--- config.mk ---
export PLATFORM = sky130hd
export DESIGN_NAME = bfrm_queue
export DESIGN_NICKNAME = d
export VERILOG_FILES = /design/src/sv/bfrm_pkg.sv /design/src/sv/bfrm_queue.sv
export SDC_FILE = /design/constraint.sdc
export NUM_CORES = 1
export LEC_CHECK = 0
export BUFFER_PORTS_ARGS = -buffer_cell sky130_fd_sc_hd__buf_2
export CAP_MARGIN = 15
export CORE_MARGIN = 1.5
export CORE_UTILIZATION = 34
export DETAILED_ROUTE_END_ITERATION = 6
export GPL_TIMING_DRIVEN = 1
export PLACE_DENSITY = 0.62
export SLEW_MARGIN = 20
export SYNTH_ARGS = -nofsm -noshare
export SYNTH_HDL_FRONTEND = slang
export SYNTH_SLANG_ARGS = --single-unit
--- constraint.sdc ---
create_clock -name clk -period 2.1 [get_ports clk]
set_input_delay 0.21 -clock clk [delete_from_list [all_inputs] [get_ports clk]]
set_output_delay 0.21 -clock clk [all_outputs]
set_load 0.05 [all_outputs]
--- src/sv/bfrm_pkg.sv ---
// Shared types, constants and arithmetic helpers of the boresight frame rotation matrix unit.
`default_nettype none
package bfrm_pkg;

	localparam int unsigned FULL_TURN      = 368640;
	localparam int unsigned QUARTER_TURN   = 92160;
	localparam int unsigned CORDIC_STEPS   = 31;
	localparam int unsigned NORM_LAT       = 69;
	localparam int unsigned QUEUE_DEPTH_DEF = 4;

	localparam logic [30:0]        RAD_SCALE   = 31'd1199381129;
	localparam logic signed [33:0] CORDIC_GAIN = 34'sd652032874;
	localparam logic [31:0]        RATIO_RESET = 32'd1774546269;

	// Angle split into quadrant and remainder inside the quadrant
	typedef struct packed {
		logic [1:0]  quad;
		logic [16:0] rem;
	} angle_t;

	// Classified item handed from front to back
	typedef struct packed {
		angle_t theta;
		angle_t phi;
	} item_t;

	// Arctangent of 2^-i in Q2.30 radians
	function automatic logic [31:0] atan_q30(input int unsigned i);
		logic [31:0] r;
		case (i)
			0:  r = 32'h3243F6A8;
			1:  r = 32'h1DAC6705;
			2:  r = 32'h0FADBAFC;
			3:  r = 32'h07F56EA6;
			4:  r = 32'h03FEAB76;
			5:  r = 32'h01FFD55B;
			6:  r = 32'h00FFFAAA;
			7:  r = 32'h007FFF55;
			8:  r = 32'h003FFFEA;
			9:  r = 32'h001FFFFD;
			10: r = 32'h000FFFFF;
			11: r = 32'h0007FFFF;
			12: r = 32'h0003FFFF;
			13: r = 32'h0001FFFF;
			14: r = 32'h0000FFFF;
			15: r = 32'h00007FFF;
			16: r = 32'h00003FFF;
			17: r = 32'h00001FFF;
			18: r = 32'h00000FFF;
			19: r = 32'h000007FF;
			20: r = 32'h000003FF;
			21: r = 32'h000001FF;
			22: r = 32'h000000FF;
			23: r = 32'h0000007F;
			24: r = 32'h0000003F;
			25: r = 32'h0000001F;
			26: r = 32'h0000000F;
			27: r = 32'h00000008;
			28: r = 32'h00000004;
			29: r = 32'h00000002;
			30: r = 32'h00000001;
			default: r = 32'h0;
		endcase
		return r;
	endfunction

	// Magnitude of a Q1.30 value bounded by one
	function automatic logic [30:0] mag31(input logic signed [31:0] a);
		logic [31:0] t;
		t = a[31] ? 32'(-a) : 32'(a);
		return t[30:0];
	endfunction

	// Round a Q2.60 magnitude product half away from zero to Q1.30
	function automatic logic [31:0] rnd_q30(input logic [61:0] m);
		logic [62:0] t;
		t = 63'(m) + (63'd1 << 29);
		return 32'(t[62:30]);
	endfunction

	// Saturate to plus or minus one in Q1.30
	function automatic logic signed [31:0] clamp_q30(input logic signed [35:0] a);
		logic signed [31:0] r;
		if (a > 36'sd1073741824) begin
			r = 32'sd1073741824;
		end else if (a < -36'sd1073741824) begin
			r = -32'sd1073741824;
		end else begin
			r = 32'(a);
		end
		return r;
	endfunction

endpackage
`default_nettype wire

--- src/sv/bfrm_queue.sv ---
// Short queue of classified items between front and back.
`default_nettype none
module bfrm_queue
	import bfrm_pkg::*;
#(
	parameter int DEPTH = QUEUE_DEPTH_DEF
) (
	input  logic  clk,
	input  logic  arst_n,
	input  logic  push,
	input  item_t push_item,
	output logic  full,
	output logic  not_empty,
	input  logic  pop,
	output item_t head
);

	localparam int PW = (DEPTH > 1) ? $clog2(DEPTH) : 1;
	localparam int CW = $clog2(DEPTH + 1);

	item_t         mem_q [DEPTH];
	logic [PW-1:0] wr_ptr_q;
	logic [PW-1:0] rd_ptr_q;
	logic [CW-1:0] count_q;

	assign full      = (count_q == CW'(DEPTH));
	assign not_empty = (count_q != '0);
	assign head      = mem_q[rd_ptr_q];

	// Store the pushed item
	always_ff @(posedge clk) begin
		if (push) begin
			mem_q[wr_ptr_q] <= push_item;
		end
	end

	// Advance pointers and count
	always_ff @(posedge clk or negedge arst_n) begin
		if (!arst_n) begin
			wr_ptr_q <= '0;
			rd_ptr_q <= '0;
			count_q  <= '0;
		end else begin
			if (push) begin
				wr_ptr_q <= (wr_ptr_q == PW'(DEPTH - 1)) ? '0 : wr_ptr_q + PW'(1);
			end
			if (pop) begin
				rd_ptr_q <= (rd_ptr_q == PW'(DEPTH - 1)) ? '0 : rd_ptr_q + PW'(1);
			end
			if (push && !pop) begin
				count_q <= count_q + CW'(1);
			end else if (pop && !push) begin
				count_q <= count_q - CW'(1);
			end
		end
	end

`ifndef ASSERT_OFF
	a_count_bound: assert property (@(posedge clk) disable iff (!arst_n)
		count_q <= CW'(DEPTH)) else $error("queue count beyond depth");
	a_no_pop_empty: assert property (@(posedge clk) disable iff (!arst_n)
		pop |-> not_empty) else $error("pop from empty queue");
	a_count_step: assert property (@(posedge clk) disable iff (!arst_n)
		(push && !pop) |=> count_q == $past(count_q) + CW'(1))
		else $error("queue count did not follow push");
`endif

endmodule
`default_nettype wire

# Yosys cells after proc, flatten, opt, wreduce, memory -nomap -nowiden
# Memory sizes are Yosys's and may differ from the RTL's.
# Cells that the tools add are included.
[word_totals]
regBits = 7
ramBits = 152
input_bits = 42
elab_cells = 23
memories = 1
[memory_table]
columns = ["memory", "words", "word_bits", "rd", "rd_clocked_by_memory_dff", "wr", "line_no", "source"]
rows = [
  ["mem_q", 4, 38, 1, 0, 1, "bfrm_queue.sv:21", "item_t mem_q [DEPTH];"],
]
[classes]
addsub = 4
eq_ne = 3
mux = 6
n_reduce_logical = 6
[op_table]
columns = ["operator", "count"]
rows = [
  ["$mux 3", 2],
  ["$add 2x1->2 const B", 2],
  ["$eq 2x2->1 const B", 2],
  ["$mux 2", 2],
  ["$add 3x1->3 const B", 1],
  ["$eq 3x3->1 const B", 1],
  ["$reduce_bool 3->1", 1],
  ["$sub 3x1->3 const B", 1],
  ["$logic_and 1x1->1", 2],
  ["$logic_not 1->1", 2],
  ["$mux 1", 2],
  ["$reduce_bool 2->1", 1],
]

# Longest topological paths before layout
[depth]
ltp_word = 4
depth_mapped = 7
mapped_depth_nobuf = 7

# Worst setup path before layout
# Ideal clock, no wire load.
[synth_timing]
path_type = "reg-to-reg"
from = "register wr_ptr_q[0]"
to = "memory mem_q[2][0] in the netlist's numbering, enable pin"
arrival_time_ns = 1.547
slack_ns = 0.154
stages_incl_launch_ff = 4
synth_period_minus_slack_ns = 1.946
path_cell_list = "dfrtp_1 -> inv_1 -> ha_1 -> and2_1"
[synth_rtl]
columns = ["item", "line_no", "source"]
rows = [
  ["start: declaration", "bfrm_queue.sv:22", "logic [PW-1:0] wr_ptr_q;"],
  ["start signal: assignment", "bfrm_queue.sv:45", "wr_ptr_q <= (wr_ptr_q == PW'(DEPTH - 1)) ? '0 : wr_ptr_q + PW'(1);"],
  ["end: declaration", "bfrm_queue.sv:21", ""],
]
# No word-level cell before the write port.

==> results.json <==
{
  "multiInputGateArea_mm2": 0.00108,
  "regArea_mm2": 0.00474,
  "track_usage_pct": 12.7,
  "max_freq_ghz": 0.487,
  "first_pass_iters": 4,
  "cts_tree": "done",
  "ys.flop_type": "edfxtp_1",
  "cts_buffer_depth": 2,
  "crit_path_top_delay_cell": "mux4_2",
  "setup_viol": 0,
  "yosysTopAreaCellShare_pct": 76.8,
  "initial_core_util_pct": 34.6,
  "synth.yosys.warnings": 0,
  "rsz0062_at_grt": "yes",
  "cp-start-kind": "flip-flop",
  "path_cells": "buf_12, mux4_2, buf_2",
  "cts_root_buffer": "clkbuf_16",
  "final_antenna_net_count": 0,
  "ys_types": 19,
  "vias_per_cell": 4.59,
  "portBuffers": 81,
  "grt_antenna_before_repair": 0,
  "critPathRequiredTime_ps": 1890,
  "critPathCaptureType": "output pin",
  "yosys.area.top_type": "edfxtp_1",
  "first_global_vias": 3013,
  "slew_headroom_pct": 70.9,
  "nets": 420,
  "rows": 48,
  "globalplace.congestion": 0.624,
  "ir_drop_mv": 0.784,
  "hold_slack_ps": 20.9,
  "wl_per_cell_um": 17.5,
  "finClkSkew_ps": 4.73,
  "hold_class": "input pin to flip-flop",
  "synthesis.nets": 285,
  "grt_max_degree": 41,
  "power.leakage_nw": 2.64,
  "wl_mm": 10.6,
  "cp_slowest_stage_delay_ps": 540,
  "grt_pass1_wl_mm": 16.4,
  "status": "complete, no violations",
  "num_io_pins": 82,
  "syn_avg_cell_area_um2": 25.2,
  "netlist_top_cells_count": "152 x edfxtp_1, 38 x mux4_2, 7 x dfrtp_1",
  "drive_above_1_share_pct": 43.0,
  "cts_max_level": 4,
  "synth_edf_count": 152,
  "worst_pin_slew_ps": 436,
  "overflow": 0,
  "syn_to_final_growth_pct": 28.2,
  "ys_ff_latch": 159,
  "core_area_mm2": 0.0172,
  "synthArstFlopShare_pct": 4.40,
  "dp_hpwl_mm": 6.45,
  "pre_cts_ws_ps": 429,
  "utilization_pct": 44.4,
  "synthMostInstantiatedCell": "edfxtp_1",
  "finalSetupTns_ps": 0,
  "post-cts-setup-buffers": 0,
  "yosysSeqAreaShare_pct": 79.7,
  "drv_cap": 0,
  "synth_area_mm2": 0.00595,
  "fill_cells": 1545,
  "die_area_mm2": 0.0183,
  "numCtsBuffers": 17,
  "layout_setup_ws_ps": 45.0,
  "vias": 2796,
  "finalCritPeriodShare_pct": 97.9,
  "cp_data_arrival_time_ps": 1850,
  "synth_cells": 236,
  "slew_viol_final": 0,
  "drcViolationCount": 0,
  "cts.clk_slew.worst_paths_ps": 60,
  "power_density_mw_per_mm2": 1520,
  "path_max_fanout": 20,
  "drtIter0Drc": 160,
  "hold_viol": 0,
  "power.total_mw": 11.6,
  "chipHeight_um": 135,
  "die_width_um": 135,
  "crit_type": "flip-flop to output pin",
  "yosys-top-cells-area": "edfxtp_1 77%, mux4_2 14%, dfrtp_1 2.9%",
  "clk_latency_ps": 410,
  "period_minus_slack_ps": 2060,
  "n_antenna_cell": 0,
  "cts.sinks": 159
}
layout by cell type, fill, tap and decap left out, types with 4 or more instances in the layout:
cell / count
and2_2: 4
buf_12: 4
buf_2: 72
buf_4: 7
buf_6: 8
clkbuf_1: 4
clkbuf_16: 17
clkinvlp_4: 6
dfrtp_1: 5
dlygate4sd3_1: 33
edfxtp_1: 152
ha_1: 6
inv_1: 4
mux4_2: 38
timing repair:
item | CTS | global route
gates cloned | 0 | 0
hold buffers | 32 | 1
setup endpoints to repair | 6 | 28
pin swaps | 0 | 0
resized for setup | 7 | 14
hold endpoints to repair | 128 | 3
routing by layer:
metal  up-vias  GRT usage, %  part of all wire [%]
met5         -             0                     0
li1       1265             -                     -
met1      1455          15.3                    44
met3        19          3.78                   3.9
met2        57          21.1                    50
met4         0          5.73                   1.8
path summary, 6_finish.rpt:
path | slack [ps] | from | end | cells after the start
setup / recovery | 40 | rd_ptr_q[0]$_DFFE_PN0P_ | head[32] | 3
hold / removal | 20 | push_item[25] | mem_q[2][25]$_DFFE_PP_ | 1
setup reg to reg | 500 | wr_ptr_q[1]$_DFFE_PN0P_ | mem_q[1][30]$_DFFE_PP_ | 4
hold reg to reg | 490 | count_q[2]$_DFFE_PN0P_ | count_q[2]$_DFFE_PN0P_ | 1
max in group asynchronous | 1750 | arst_n | rd_ptr_q[0]$_DFFE_PN0P_ | 2
min in group asynchronous | 160 | arst_n | count_q[1]$_DFFE_PN0P_ | 2
final cells by class:
cell class              count  area share (%)
well taps                 225            3.69
inverters                   4           0.197
multi-input cells          64            14.2
clock inverters            11            1.54
clock buffers              21            5.78
repair buffers            125            12.3
flip-flops and latches    159            62.2
through the flow:
stage / instance area [um^2] / std cells
final: 7620 / 609
after global routing: 7620 / 609
after CTS: 7570 / 608
after detailed placement: 6680 / 544
after global placement: 6680 / 544
after floorplan: 5950 / 236
worst max-delay path: cells and delay by family (launching register included):
kind,cells,cell delay (ps)
buffers and inverters,2,440
flip-flops,1,450
multiplexers,1,540
registers in the layout, summed over array words and instances, names as in the netlist:
register,flops
count_q,3
mem_q,152
rd_ptr_q,2
wr_ptr_q,2
cell families (layout without fill, tap and decap cells):
logic type	count (synthesis)	after routing	share of synthesized area (%)
flip-flops	159	159	79.7
XOR/XNOR	3	3	0.442
AND/OR/NAND/NOR	11	11	0.968
multiplexers	41	41	15.0
AO/OA/AOI/OAI	2	2	0.168
adder cells (fa/ha/maj)	7	7	1.60
buffers and inverters	13	161	2.17
where the power goes:
| group | total [mW] | switching [mW] | internal [mW] | leakage, nW |
|---|---|---|---|---|
| sequential | 4.25 | 0.160 | 4.09 | 1.48 |
| clock | 2.86 | 1.12 | 1.73 | 0.250 |
| combinational | 4.48 | 2.93 | 1.55 | 0.916 |
No activity file was read; power rests on OpenSTA's default activity.
