==> src/sv/bfrm_pkg.sv <==
// Shared types, constants and arithmetic helpers of the boresight frame rotation matrix unit.
`default_nettype none
package bfrm_pkg;

	localparam int unsigned FULL_TURN      = 368640;
	localparam int unsigned QUARTER_TURN   = 92160;
	localparam int unsigned CORDIC_STEPS   = 31;
	localparam int unsigned NORM_LAT       = 69;
	localparam int unsigned QUEUE_DEPTH_DEF = 4;

	localparam logic [30:0]        RAD_SCALE   = 31'd1199381129;
	localparam logic signed [33:0] CORDIC_GAIN = 34'sd652032874;
	localparam logic [31:0]        RATIO_RESET = 32'd1774546269;

	// Angle split into quadrant and remainder inside the quadrant
	typedef struct packed {
		logic [1:0]  quad;
		logic [16:0] rem;
	} angle_t;

	// Classified item handed from front to back
	typedef struct packed {
		angle_t theta;
		angle_t phi;
	} item_t;

	// Arctangent of 2^-i in Q2.30 radians
	function automatic logic [31:0] atan_q30(input int unsigned i);
		logic [31:0] r;
		case (i)
			0:  r = 32'h3243F6A8;
			1:  r = 32'h1DAC6705;
			2:  r = 32'h0FADBAFC;
			3:  r = 32'h07F56EA6;
			4:  r = 32'h03FEAB76;
			5:  r = 32'h01FFD55B;
			6:  r = 32'h00FFFAAA;
			7:  r = 32'h007FFF55;
			8:  r = 32'h003FFFEA;
			9:  r = 32'h001FFFFD;
			10: r = 32'h000FFFFF;
			11: r = 32'h0007FFFF;
			12: r = 32'h0003FFFF;
			13: r = 32'h0001FFFF;
			14: r = 32'h0000FFFF;
			15: r = 32'h00007FFF;
			16: r = 32'h00003FFF;
			17: r = 32'h00001FFF;
			18: r = 32'h00000FFF;
			19: r = 32'h000007FF;
			20: r = 32'h000003FF;
			21: r = 32'h000001FF;
			22: r = 32'h000000FF;
			23: r = 32'h0000007F;
			24: r = 32'h0000003F;
			25: r = 32'h0000001F;
			26: r = 32'h0000000F;
			27: r = 32'h00000008;
			28: r = 32'h00000004;
			29: r = 32'h00000002;
			30: r = 32'h00000001;
			default: r = 32'h0;
		endcase
		return r;
	endfunction

	// Magnitude of a Q1.30 value bounded by one
	function automatic logic [30:0] mag31(input logic signed [31:0] a);
		logic [31:0] t;
		t = a[31] ? 32'(-a) : 32'(a);
		return t[30:0];
	endfunction

	// Round a Q2.60 magnitude product half away from zero to Q1.30
	function automatic logic [31:0] rnd_q30(input logic [61:0] m);
		logic [62:0] t;
		t = 63'(m) + (63'd1 << 29);
		return 32'(t[62:30]);
	endfunction

	// Saturate to plus or minus one in Q1.30
	function automatic logic signed [31:0] clamp_q30(input logic signed [35:0] a);
		logic signed [31:0] r;
		if (a > 36'sd1073741824) begin
			r = 32'sd1073741824;
		end else if (a < -36'sd1073741824) begin
			r = -32'sd1073741824;
		end else begin
			r = 32'(a);
		end
		return r;
	endfunction

endpackage
`default_nettype wire

==> src/sv/bfrm_front.sv <==
// Front end: takes angle triples, reduces them to quadrant and remainder.
`default_nettype none
module bfrm_front
	import bfrm_pkg::*;
(
	input  logic        clk,
	input  logic        arst_n,
	input  logic        s_tvalid,
	output logic        s_tready,
	input  logic [55:0] s_tdata,
	input  logic        q_full,
	output logic        push,
	output item_t       push_item
);

	logic signed [18:0] sat;
	logic signed [17:0] lat;
	logic signed [18:0] lon;
	logic signed [20:0] diff;
	logic [20:0]        phi_raw;
	logic [20:0]        th_raw;
	logic               vld_s1;
	item_t              item_s1;
	item_t              item_d;

	// Reduce an angle below four turns to one turn
	function automatic logic [18:0] reduce_turn(input logic [20:0] a);
		logic [20:0] r;
		if (a >= 21'(3 * FULL_TURN)) begin
			r = a - 21'(3 * FULL_TURN);
		end else if (a >= 21'(2 * FULL_TURN)) begin
			r = a - 21'(2 * FULL_TURN);
		end else if (a >= 21'(FULL_TURN)) begin
			r = a - 21'(FULL_TURN);
		end else begin
			r = a;
		end
		return 19'(r);
	endfunction

	// Split a turn into quadrant and remainder
	function automatic angle_t split_turn(input logic [18:0] a);
		angle_t r;
		if (a >= 19'(3 * QUARTER_TURN)) begin
			r.quad = 2'd3;
			r.rem  = 17'(a - 19'(3 * QUARTER_TURN));
		end else if (a >= 19'(2 * QUARTER_TURN)) begin
			r.quad = 2'd2;
			r.rem  = 17'(a - 19'(2 * QUARTER_TURN));
		end else if (a >= 19'(QUARTER_TURN)) begin
			r.quad = 2'd1;
			r.rem  = 17'(a - 19'(QUARTER_TURN));
		end else begin
			r.quad = 2'd0;
			r.rem  = 17'(a);
		end
		return r;
	endfunction

	assign sat     = s_tdata[18:0];
	assign lat     = s_tdata[36:19];
	assign lon     = s_tdata[55:37];
	assign diff    = 21'(lon) - 21'(sat);
	assign phi_raw = 21'(diff + 21'sd737280);
	assign th_raw  = 21'(21'(lat) + 21'sd368640);

	always_comb begin
		item_d.phi   = split_turn(reduce_turn(phi_raw));
		item_d.theta = split_turn(reduce_turn(th_raw));
	end

	// Hold the classified item until the queue takes it
	assign push      = vld_s1 && !q_full;
	assign s_tready  = !vld_s1 || push;
	assign push_item = item_s1;

	always_ff @(posedge clk or negedge arst_n) begin
		if (!arst_n) begin
			vld_s1 <= 1'b0;
		end else if (s_tready) begin
			vld_s1 <= s_tvalid;
		end
	end

	always_ff @(posedge clk) begin
		if (s_tready && s_tvalid) begin
			item_s1 <= item_d;
		end
	end

endmodule
`default_nettype wire

==> config.mk <==
export PLATFORM = sky130hd
export DESIGN_NAME = bfrm_front
export DESIGN_NICKNAME = d
export VERILOG_FILES = /design/src/sv/bfrm_pkg.sv /design/src/sv/bfrm_front.sv
export SDC_FILE = /design/constraint.sdc
export NUM_CORES = 1
export LEC_CHECK = 0
export ABC_AREA = 1
export BUFFER_PORTS_ARGS = -buffer_cell sky130_fd_sc_hd__buf_2
export CAP_MARGIN = 10
export CORE_UTILIZATION = 52
export CTS_CLUSTER_DIAMETER = 80
export DETAILED_ROUTE_END_ITERATION = 10
export GPL_TIMING_DRIVEN = 0
export PLACE_DENSITY = 0.74
export SLEW_MARGIN = 20
export SYNTH_ARGS = -nofsm -noshare
export SYNTH_HDL_FRONTEND = slang
export SYNTH_SLANG_ARGS = --single-unit
==> constraint.sdc <==
create_clock -name clk -period 4.1 [get_ports clk]
set_clock_uncertainty 0.15 [all_clocks]
set_input_delay 0.41 -clock clk [delete_from_list [all_inputs] [get_ports clk]]
set_output_delay 0.41 -clock clk [all_outputs]
set_load 0.01 [all_outputs]
# Word level (Yosys, flattened, before mapping)
# Cells that the tools add are included.
[classes]
addsub = 15
order_cmp = 12
mux = 12
n_reduce_logical = 7
[ops]
columns = ["operator", "count"]
rows = [
  ["2-to-1 mux 19 bit", 6],
  ["2-to-1 mux 18 bit", 4],
  ["greater-or-equal comparator 21 x 19 -> 1 bit (second input constant)", 2],
  ["greater-or-equal comparator 21 x 20 -> 1 bit (second input constant)", 2],
  ["greater-or-equal comparator 21 bit (second input constant)", 2],
  ["greater-or-equal comparator 19 x 17 -> 1 bit (second input constant)", 2],
  ["greater-or-equal comparator 19 x 18 -> 1 bit (second input constant)", 2],
  ["greater-or-equal comparator 19 bit (second input constant)", 2],
  ["subtractor 19 x 16 -> 19 bit (second input constant)", 2],
  ["subtractor 19 x 18 -> 19 bit (second input constant)", 2],
  ["subtractor 19 bit (second input constant)", 2],
  ["2-to-1 mux 17 bit", 2],
  ["subtractor 17 x 14 -> 17 bit (second input constant)", 2],
  ["subtractor 17 x 16 -> 17 bit (second input constant)", 2],
  ["subtractor 17 bit (second input constant)", 2],
  ["adder 18 x 20 -> 21 bit (second input constant)", 1],
  ["adder 20 x 21 -> 21 bit (second input constant)", 1],
  ["subtractor 19 x 19 -> 20 bit", 1],
  ["OR reduction 2 bit", 2],
  ["logical AND 1 bit", 2],
  ["zero test 1 bit", 2],
  ["logical OR 1 bit", 1],
]
[word_totals]
regBits = 39
in_bits = 60
output_inout_bits = 40
elab_cells = 53

# Depth between registers and ports, before layout
# Gate-level depths: netlist of the first run.
[logic_depth]
ltp_word = 10
mapped_depth = 39
ltp_nobuf = 39

# Worst setup path after synthesis of the first run
# No wires, ideal clock.
[synth_timing]
path_type = "input to register"
startpoint = "input s_tdata[1]"
endpoint = "register item_s1 (netlist bit push_item[16]) (data pin)"
setup_time_ns = 0.253
t_arrival_ns = 3.931
slack_ns = -0.233
path_stages = 37
path_buffers = 0
cell_sequence = "inv_1 > ha_1 > ha_1 > inv_1 > fa_1 > inv_1 > nand2_1 > nand2_1 > nand3_1 > nand2_2 > nand2_1 > nand3_1 > nand2_1 > inv_1 > ha_1 > nand2_1 > nand2_2 > nor2_4 > a21oi_4 > inv_4 > nand2_1 > nand2_2 > nand2_4 > inv_4 > ha_1 > inv_1 > nand2_1 > nand2_1 > nand2_1 > nand2_1 > nand2_1 > nand2_1 > nand2_1 > nand2_1 > nand2_1 > nand2_1 > nand2_1"
[synth_rtl]
columns = ["element", "line_no", "source"]
rows = [
  ["from (decl)", "bfrm_front.sv:10", "input logic [55:0] s_tdata,"],
  ["to (signal assigned)", "bfrm_front.sv:87", "item_s1 <= item_d;"],
  ["to (decl)", "bfrm_front.sv:23", "item_t item_s1;"],
]

==> impl_metrics.json, run 1 <==
{
  "status": "finished clean",
  "layout_commonest_cell": "nand2_1",
  "min_to": "push_item[19]",
  "cp.required_ns": 3.99,
  "gp_congestion": 0.911,
  "period_needed_ns": 3.98,
  "numClockSinks": 39,
  "fin_crit_sh_pct": 97.0,
  "sequentialPowerShare_pct": 19.5,
  "synth_seq_area_share_pct": 22.8,
  "finalHoldViolCount": 0,
  "avgSynthCellArea_sq_um": 6.78,
  "dr.pass1.iters": 7,
  "num_antenna_cells": 0,
  "drv_cap": 0,
  "cts_buffers": 5,
  "crit_fanout": 8,
  "r2r-end": "push_item[10]",
  "path_class": "in2reg",
  "p_int_w": 0.00156,
  "row_count": 35,
  "syn_area_sq_um": 5110,
  "die-area_sq_um": 10200,
  "yosysWarnings": 0,
  "crit_path_max_incr_delay_ns": 0.32,
  "switching_power_w": 0.00145,
  "timing.reg2reg.setup_slack_ns": 2.40,
  "die_w_um": 101,
  "syn_nets": 876,
  "via_per_inst": 5.18,
  "worst_pin_slew_ns": 0.721,
  "drc_errors": 0,
  "p_leak_nw": 3.59,
  "clkPwrFrac_pct": 10.4,
  "start_kind": "primary input",
  "crit_family": "simple AND/OR/NAND/NOR gates",
  "drt_iter0_markers": 206,
  "grt_pass1_vias": 4656,
  "grt_start_max_net_pins": 23,
  "ir_drop_mv": 0.313,
  "wl_per_cell_um": 13.4,
  "cpMaxStageDelayCell": "ha_4",
  "cts_tree": "yes",
  "routed_wl_um": 13700,
  "grt_usage_pct": 23.3,
  "die_y_um": 101,
  "root_buffer": "clkbuf_8",
  "endpoint_kind": "flip-flop",
  "layout-drive-gt1-share_pct": 37.4,
  "maxSlewViolCount": 0,
  "clk_latency_ns": 0.29,
  "r2r-start": "vld_s1",
  "h-tree-depth": 2,
  "final_cell_mix": "217 x nand2_1, 114 x inv_1, 97 x buf_2",
  "clk_path_buf_depth": 2,
  "port_buffers": 99,
  "coreArea_sq_um": 9370,
  "grt_overflow": 0,
  "clk_pin_slew_ns": 0.08,
  "ys_ff_latch": 39,
  "synth_cell_type_count": 41,
  "finish.utilization_pct": 74.4,
  "max_freq_mhz": 251,
  "arrival_ns": 3.87,
  "fin_ws_ns": 0.122,
  "ff2ff_path_depth": 2,
  "io_pins": 100,
  "syn2layout_area_growth_pct": 36.3,
  "min_from": "s_tdata[19]",
  "critPathMostFrequentCell": "nand2_2",
  "setup_viol": 0,
  "rsz0062_at_grt": "yes",
  "max_slew_margin_pct": 51.8,
  "timing.critical_path.buf_inv": 5,
  "finalNetCount": 1019,
  "crit_path_start": "s_tdata[13]",
  "dp_slack_ns": -0.601,
  "final_antenna_net_count": 0,
  "antenna_found_initial": 0,
  "place_hpwl_um": 9720,
  "tns_ns": 0,
  "grt_pass1_wl_um": 19600,
  "swShare_pct": 48.2,
  "hold_class": "in2reg",
  "p_per_area_nw_per_um2": 431,
  "hold_depth": 1,
  "comb_power_share_pct": 70.1,
  "vias": 5322,
  "syn_inst": 754,
  "start_util_pct": 54.6
}
flip-flops by register name, indices dropped and copies added (netlist names):
name	flops
push_item	38
vld_s1	1
layer usage:
| metal | wire length (um) | share of wire (%) | GRT usage (%) | up-vias |
|---|---|---|---|---|
| met5 | 0 | 0 | 0 | - |
| met4 | 262 | 1.9 | 8.58 | 0 |
| met3 | 764 | 5.6 | 2.62 | 33 |
| met1 | 5480 | 40 | 27.3 | 2419 |
| li1 | - | - | - | 2681 |
| met2 | 7230 | 53 | 43.5 | 189 |
metrics by stage:
step / hold WS (ns) / power, W / area [sq um] / instances
3_5_place_dp: 0.0371 / 0.00227 / 5850 / 983
2_1_floorplan: -0.0356 / 0.00190 / 5150 / 754
6_report: 0.164 / 0.00301 / 6970 / 1027
4_1_cts: 0.162 / 0.00263 / 6090 / 1000
5_1_grt: 0.156 / 0.00327 / 6970 / 1027
3_3_place_gp: 0.0358 / 0.00223 / 5810 / 982
synth_stat cells:
library cell / n / share of area [%]
a21oi_1: 14 / 1.4
a21oi_2: 5 / 0.86
a21oi_4: 2 / 0.64
a22oi_1: 1 / 0.15
a31o_2: 1 / 0.17
a31oi_2: 1 / 0.24
and2_1: 1 / 0.12
buf_4: 1 / 0.15
clkinv_1: 1 / 0.073
clkinv_2: 2 / 0.20
dfrtp_1: 1 / 0.49
edfxtp_1: 38 / 22
fa_1: 1 / 0.39
ha_1: 61 / 15
inv_1: 127 / 9.3
inv_2: 15 / 1.1
inv_4: 3 / 0.37
mux2i_1: 2 / 0.39
nand2_1: 246 / 18
nand2_2: 26 / 3.2
nand2_4: 8 / 1.8
nand3_1: 53 / 5.2
nand3_2: 12 / 2.3
nand3b_1: 3 / 0.44
nand3b_4: 1 / 0.39
nand4_1: 12 / 1.5
nor2_1: 35 / 2.6
nor2_2: 8 / 0.98
nor2_4: 7 / 1.5
nor2b_2: 1 / 0.17
nor3_1: 9 / 0.88
nor3_2: 1 / 0.20
nor4_1: 1 / 0.12
o2111ai_1: 1 / 0.17
o211ai_1: 2 / 0.29
o21ai_0: 15 / 1.5
o21ai_1: 7 / 0.69
o22ai_1: 1 / 0.12
or2_2: 2 / 0.24
xnor2_1: 2 / 0.34
xor2_1: 24 / 4.1
kinds of logic (layout without fill, tap and decap cells):
| family | after synthesis | in the layout | share of synthesized area (%) |
|---|---|---|---|
| xor gates and xnor gates | 26 | 26 | 4.45 |
| adders and majority gates | 62 | 62 | 15.3 |
| muxes | 2 | 2 | 0.392 |
| buffers and inverters | 149 | 293 | 11.2 |
| AOI/OAI and AO/OA | 50 | 50 | 6.17 |
| and+or+nand+nor | 426 | 426 | 39.7 |
| DFF | 39 | 39 | 22.8 |
area by class of cell:
cell class / instances / area, sq um
plain buffers: 1 / 11.3
clock buffers: 5 / 68.8
clock inverters: 3 / 43.8
fillers: 736 / 2400
inverters: 148 / 586
multi-input cells: 566 / 4110
flip-flops and latches: 39 / 1170
well taps: 129 / 161
repair buffers: 136 / 820
what timing repair did:
action | CTS | global route
pin swaps | 8 | 56
gates cloned | 0 | 0
setup buffers | 8 | 27
hold buffers | 1 | 0
gates resized for setup | 11 | 134
endpoints found under the setup margin | 8 | 8
hold endpoints to repair | 1 | 0
how the worst max path moves through the flow:
stage | endpoint | cells past startpoint
floorplan | push_item[16] | 38
global placement | push_item[15] | 36
detailed placement | push_item[16] | 35
CTS | push_item[16] | 39
global route | push_item[15] | 31
finish | push_item[11] | 30
power groups by stage:
stage / registers, W / logic (W) / clock network [W]
2_1_floorplan: 0.000632 / 0.00127 / 0
3_3_place_gp: 0.000597 / 0.00164 / 0
3_5_place_dp: 0.000594 / 0.00168 / 0
4_1_cts: 0.000585 / 0.00173 / 0.000318
5_1_grt: 0.000590 / 0.00235 / 0.000334
6_report: 0.000585 / 0.00211 / 0.000314
worst register-to-register path: cells and delay by family, from the launching register on:
family / cells / cell delay [ns]
AO/OA/AOI/OAI: 1 / 0.60
buffers and inverters: 1 / 0.23
flip-flops: 1 / 0.43
No activity file was read; power rests on OpenSTA's default activity.
==> run 2, diff against run 1 <==
CELL_PAD_IN_SITES_DETAIL_PLACEMENT = 0   (was unset)
CELL_PAD_IN_SITES_GLOBAL_PLACEMENT = 2   (was unset)
CORE_UTILIZATION = 31   (was 52)
PLACE_DENSITY = 0.8   (was 0.74)
SETUP_SLACK_MARGIN = 0.1   (was unset)
==> run 2 against run 1 <==
  * Hold slack gained 0.0083 ns
  * Routed wire length grew 1.2%
  * Combinational power grew 2%
  * Largest cell class unchanged
==> impl_metrics.json, run 2 (synthesized netlist as in run 1, its figures left out) <==
{
  "cpMaxStageDelayCell": "ha_1",
  "grt_overflow": 0,
  "wl_per_cell_um": 12.3,
  "path_class": "in2reg",
  "max_slew_margin_pct": 51.8,
  "n_fill_cell": 1639,
  "worst_hold_slack_ns": 0.172,
  "gp_congestion": 0.813,
  "h-tree-depth": 2,
  "rsz0062_at_grt": "yes",
  "p_per_area_nw_per_um2": 442,
  "io_pins": 100,
  "die-area_sq_um": 17000,
  "clk_pin_slew_ns": 0.06,
  "drt_iter0_markers": 163,
  "syn2layout_area_growth_pct": 40.9,
  "cts_buffers": 5,
  "finalHoldViolCount": 0,
  "crit_path_max_incr_delay_ns": 0.33,
  "crit_fanout": 8,
  "start_kind": "primary input",
  "grt_usage_pct": 16.2,
  "final_antenna_net_count": 0,
  "layout_commonest_cell": "nand2_1",
  "grt_start_max_net_pins": 21,
  "routed_wl_um": 13900,
  "layout-drive-gt1-share_pct": 38.9,
  "dr.pass1.iters": 4,
  "coreArea_sq_um": 16000,
  "cp.required_ns": 3.98,
  "final_cell_mix": "212 x nand2_1, 117 x inv_1, 97 x buf_2",
  "fin_crit_sh_pct": 97.7,
  "vias": 5065,
  "grt_pass1_vias": 4822,
  "drc_errors": 0,
  "start_util_pct": 32.0,
  "seq_area_sq_um": 1170,
  "worst_pin_slew_ns": 0.721,
  "die_y_um": 130,
  "grt_pass1_wl_um": 22200,
  "placed_cell_area_sq_um": 6080,
  "period_needed_ns": 4.00,
  "setup_viol": 0,
  "finalNetCount": 1038,
  "drv_cap": 0,
  "cts_tree": "yes",
  "place_hpwl_um": 11000,
  "largest_reg_flops": 38,
  "arrival_ns": 3.89,
  "max_freq_mhz": 250,
  "clk_path_buf_depth": 2,
  "via_per_inst": 4.47,
  "num_antenna_cells": 0,
  "hold_class": "in2reg",
  "endpoint_kind": "flip-flop",
  "die_w_um": 130,
  "p_leak_nw": 3.66,
  "row_count": 46,
  "antenna_found_initial": 0,
  "clk_latency_ns": 0.27,
  "numClockSinks": 39,
  "ir_drop_mv": 0.175,
  "p_total_w": 0.00318,
  "port_buffers": 99,
  "design_area_sq_um": 7210,
  "maxSlewViolCount": 0,
  "root_buffer": "clkbuf_16",
  "multi_input_area_sq_um": 4040,
  "critPathMostFrequentCell": "nand2_4",
  "status": "finished clean"
}
[run 2: cell count changes in the layout (fill, tap and decap cells not counted), sizes merged]
cell    delta
inv        -2
buf       +19
clkinv     +2
[run 2: path summary, 6_finish.rpt]
check	slack (ns)	cells past startpoint	endpoint	start
hold / removal	0.17	1	push_item[25]	s_tdata[25]
setup / recovery	0.1	33	push_item[15]	s_tdata[8]
hold reg to reg	0.42	2	vld_s1	vld_s1
min in group asynchronous	0.28	2	vld_s1	arst_n
setup reg to reg	2.40	2	push_item[32]	vld_s1
max in group asynchronous	3.44	2	vld_s1	arst_n
[run 2: metal layers]
layer	GRT usage [%]	vias up	part of all wire (%)
met3	1.51	9	4.0
met5	0	-	0
met4	2.57	0	0.75
met2	29.3	108	48
li1	-	2706	-
met1	21.1	2242	48
[run 2: repair_timing]
item | 4_1_cts | 5_1_grt
hold endpoints to repair | 1 | 0
hold buffers | 1 | 0
pin swaps | 38 | 56
resized for setup | 45 | 59
setup endpoints to repair | 8 | 8
setup buffers | 34 | 20
[run 2: layout make-up]
cell class / instances / area share [%]
well taps: 216 / 3.75
plain buffers: 1 / 0.156
clock inverters: 3 / 0.608
clock buffers: 5 / 1.74
repair buffers: 155 / 13.4
flip-flops and latches: 39 / 16.2
inverters: 148 / 8.09
multi-input cells: 566 / 56.1
[run 2: where the power goes]
part | internal, W | switching, W | total [W]
combinational | 0.000874 | 0.00129 | 0.00216
sequential | 0.000565 | 0.0000218 | 0.000587
clock | 0.000287 | 0.000148 | 0.000434
[run 2: critical path: cells and delay by family]
family	cells	cell delay (ns)
simple gates	23	2.06
fa+ha+maj	3	0.79
compound gates	1	0.18
buf+inv	6	0.45
[run 2: metrics by stage]
| stage | instances | setup TNS (ns) | setup WS [ns] | util, % |
|---|---|---|---|---|
| finish | 1133 | 0 | 0.0963 | 45.0 |
| global route | 1133 | -0.731 | -0.144 | 45.0 |
| CTS | 1113 | 0 | 0.0960 | 42.2 |
| detailed placement | 1070 | -3.82 | -0.541 | 38.0 |
| global placement | 1069 | -3.53 | -0.512 | 37.7 |
| floorplan | 754 | 0 | 0.0996 | - |
==> run 3, diff against run 2 <==
CORE_UTILIZATION = 33   (was 31)
PLACE_DENSITY = unset   (was 0.8)
PLACE_DENSITY_LB_ADDON = 0.1   (was unset)
clock period = 5 ns   (was 4.1 ns; I/O delays follow)
==> run 3 against run 2 <==
  * First-iteration DRC count is 15% lower
  * Count of clock-buffer cells in the layout rose by 1
  * Worst setup slack better by 0.43 ns
  * Final cell count decreased by 7.0%
  * Critical path type unchanged
  * Critical endpoint unchanged
  * Largest cell class unchanged
  * Largest power group unchanged
  * Highest routed layer unchanged
==> impl_metrics.json, run 3 (synthesized netlist as in run 1, its figures left out) <==
{
  "cpMaxStageDelayCell": "fa_2",
  "worst_pin_slew_ns": 0.705,
  "finalNetCount": 987,
  "crit_path_max_incr_delay_ns": 0.35,
  "fin_ws_ns": 0.524,
  "place_hpwl_um": 10800,
  "coreArea_sq_um": 15100,
  "grt_pass1_wl_um": 21300,
  "root_buffer": "clkbuf_16",
  "layout_commonest_cell": "nand2_1",
  "arrival_ns": 4.36,
  "cp.required_ns": 4.89,
  "dr.pass1.iters": 4,
  "rsz0062_at_grt": "no",
  "gp_congestion": 0.807,
  "syn2layout_area_growth_pct": 19.5,
  "drv_cap": 0,
  "wl_per_cell_um": 12.0,
  "io_pins": 100,
  "maxSlewViolCount": 0,
  "drt_iter0_markers": 139,
  "hold_class": "in2reg",
  "path_class": "in2reg",
  "fin_crit_sh_pct": 89.5,
  "antenna_found_initial": 0,
  "comb_power_share_pct": 64.1,
  "routed_wl_um": 12600,
  "grt_overflow": 0,
  "layout-drive-gt1-share_pct": 25.3,
  "cts_buffers": 5,
  "final_cell_mix": "244 x nand2_1, 124 x inv_1, 99 x buf_2",
  "h-tree-depth": 2,
  "p_int_w": 0.00114,
  "die_w_um": 126,
  "finalHoldViolCount": 0,
  "status": "finished clean",
  "start_kind": "primary input",
  "finish.utilization_pct": 40.3,
  "vias": 4784,
  "clk_path_buf_depth": 2,
  "die-area_sq_um": 16000,
  "max_freq_mhz": 223,
  "die_y_um": 126,
  "drc_errors": 0,
  "ir_drop_mv": 0.173,
  "max_slew_margin_pct": 52.9,
  "setup_viol": 0,
  "num_antenna_cells": 0,
  "crit_fanout": 8,
  "p_per_area_nw_per_um2": 357,
  "period_needed_ns": 4.48,
  "numClockSinks": 39,
  "port_buffers": 99,
  "grt_usage_pct": 16.2,
  "grt_pass1_vias": 4502,
  "switching_power_w": 0.00105,
  "p_leak_nw": 3.33,
  "n_fill_cell": 1583,
  "swShare_pct": 47.9,
  "start_util_pct": 33.8,
  "largest_reg_flops": 38,
  "via_per_inst": 4.54,
  "grt_start_max_net_pins": 21,
  "clk_pin_slew_ns": 0.06,
  "final_antenna_net_count": 0,
  "sequentialPowerShare_pct": 22.0,
  "critPathMostFrequentCell": "nand2_1",
  "endpoint_kind": "flip-flop",
  "dp_slack_ns": -0.184,
  "row_count": 45,
  "cts_tree": "yes",
  "clkPwrFrac_pct": 13.9,
  "clk_latency_ns": 0.28,
  "timing.reg2reg.setup_slack_ns": 3.31
}
-- run 3: cell types whose count changed in the layout (fill, tap and decap cells not counted), moves of 4 or more --
cell and delta:
ha_1 +27, nand2_2 -21, nand2_1 +32, buf_4 -49, nand2_4 -11, inv_1 +7, ha_4 -25, nand3_4 -7
nand3_1 +7, inv_2 -4
-- run 3: per-layer routing --
metal	global-route usage, %	vias up	wire length, um
li1	-	2611	-
met1	21.5	2053	6240
met2	28.2	108	5720
met3	1.56	12	484
met4	4.18	0	163
met5	0	-	0
-- run 3: worst paths after layout --
path | startpoint | end | cells after the start
setup reg to reg | vld_s1 | push_item[34] | 2
min in group asynchronous | arst_n | vld_s1 | 2
hold / removal | s_tdata[27] | push_item[27] | 1
max in group asynchronous | arst_n | vld_s1 | 2
setup / recovery | s_tdata[1] | push_item[15] | 36
hold reg to reg | vld_s1 | vld_s1 | 2
-- run 3: power groups by stage --
stage          registers (W)  logic (W)  clock network, W
2_1_floorplan       0.000519    0.00103                 0
3_3_place_gp        0.000488    0.00138                 0
3_5_place_dp        0.000489    0.00139                 0
4_1_cts             0.000482    0.00140          0.000316
5_1_grt             0.000485    0.00160          0.000329
6_report            0.000480    0.00140          0.000304
-- run 3: through the flow --
stage,hold slack (ns),instance area [sq um],cells,total power [W],TNS (ns)
after floorplan,0.0544,5110,754,0.00155,0
after global placement,0.125,5840,1041,0.00187,-0.700
after detailed placement,0.126,5880,1042,0.00188,-0.799
after CTS,0.248,6040,1051,0.00220,0
after global routing,0.259,6110,1054,0.00242,0
final,0.261,6110,1054,0.00218,0
-- run 3: critical path, delay by kind of cell --
kind,cells,cell delay [ns]
buffers and inverters,6,0.43
adders and majority gates,5,1.19
and+or+nand+nor,24,2.05
AOI/OAI and AO/OA,1,0.18
-- run 3: repair_timing --
| item | CTS | global route |
|---|---|---|
| hold buffers | 1 | 0 |
| buffers inserted | 0 | 3 |
| setup endpoints to repair | 0 | 8 |
| endpoints found under the hold margin | 1 | 0 |
| gates resized for setup | 0 | 16 |
-- run 3: final cells by class --
type                            instances  area [sq um]  area share (%)
Buffer                                  1          7.51           0.123
Clock buffer                            6           129            2.11
Clock inverter                          2          13.8           0.225
Inverter                              148           568            9.30
Multi-Input combinational cell        566          3430            56.2
Sequential cell                        39          1170            19.1
Tap cell                              188           235            3.85
Timing Repair Buffer                  104           556            9.09
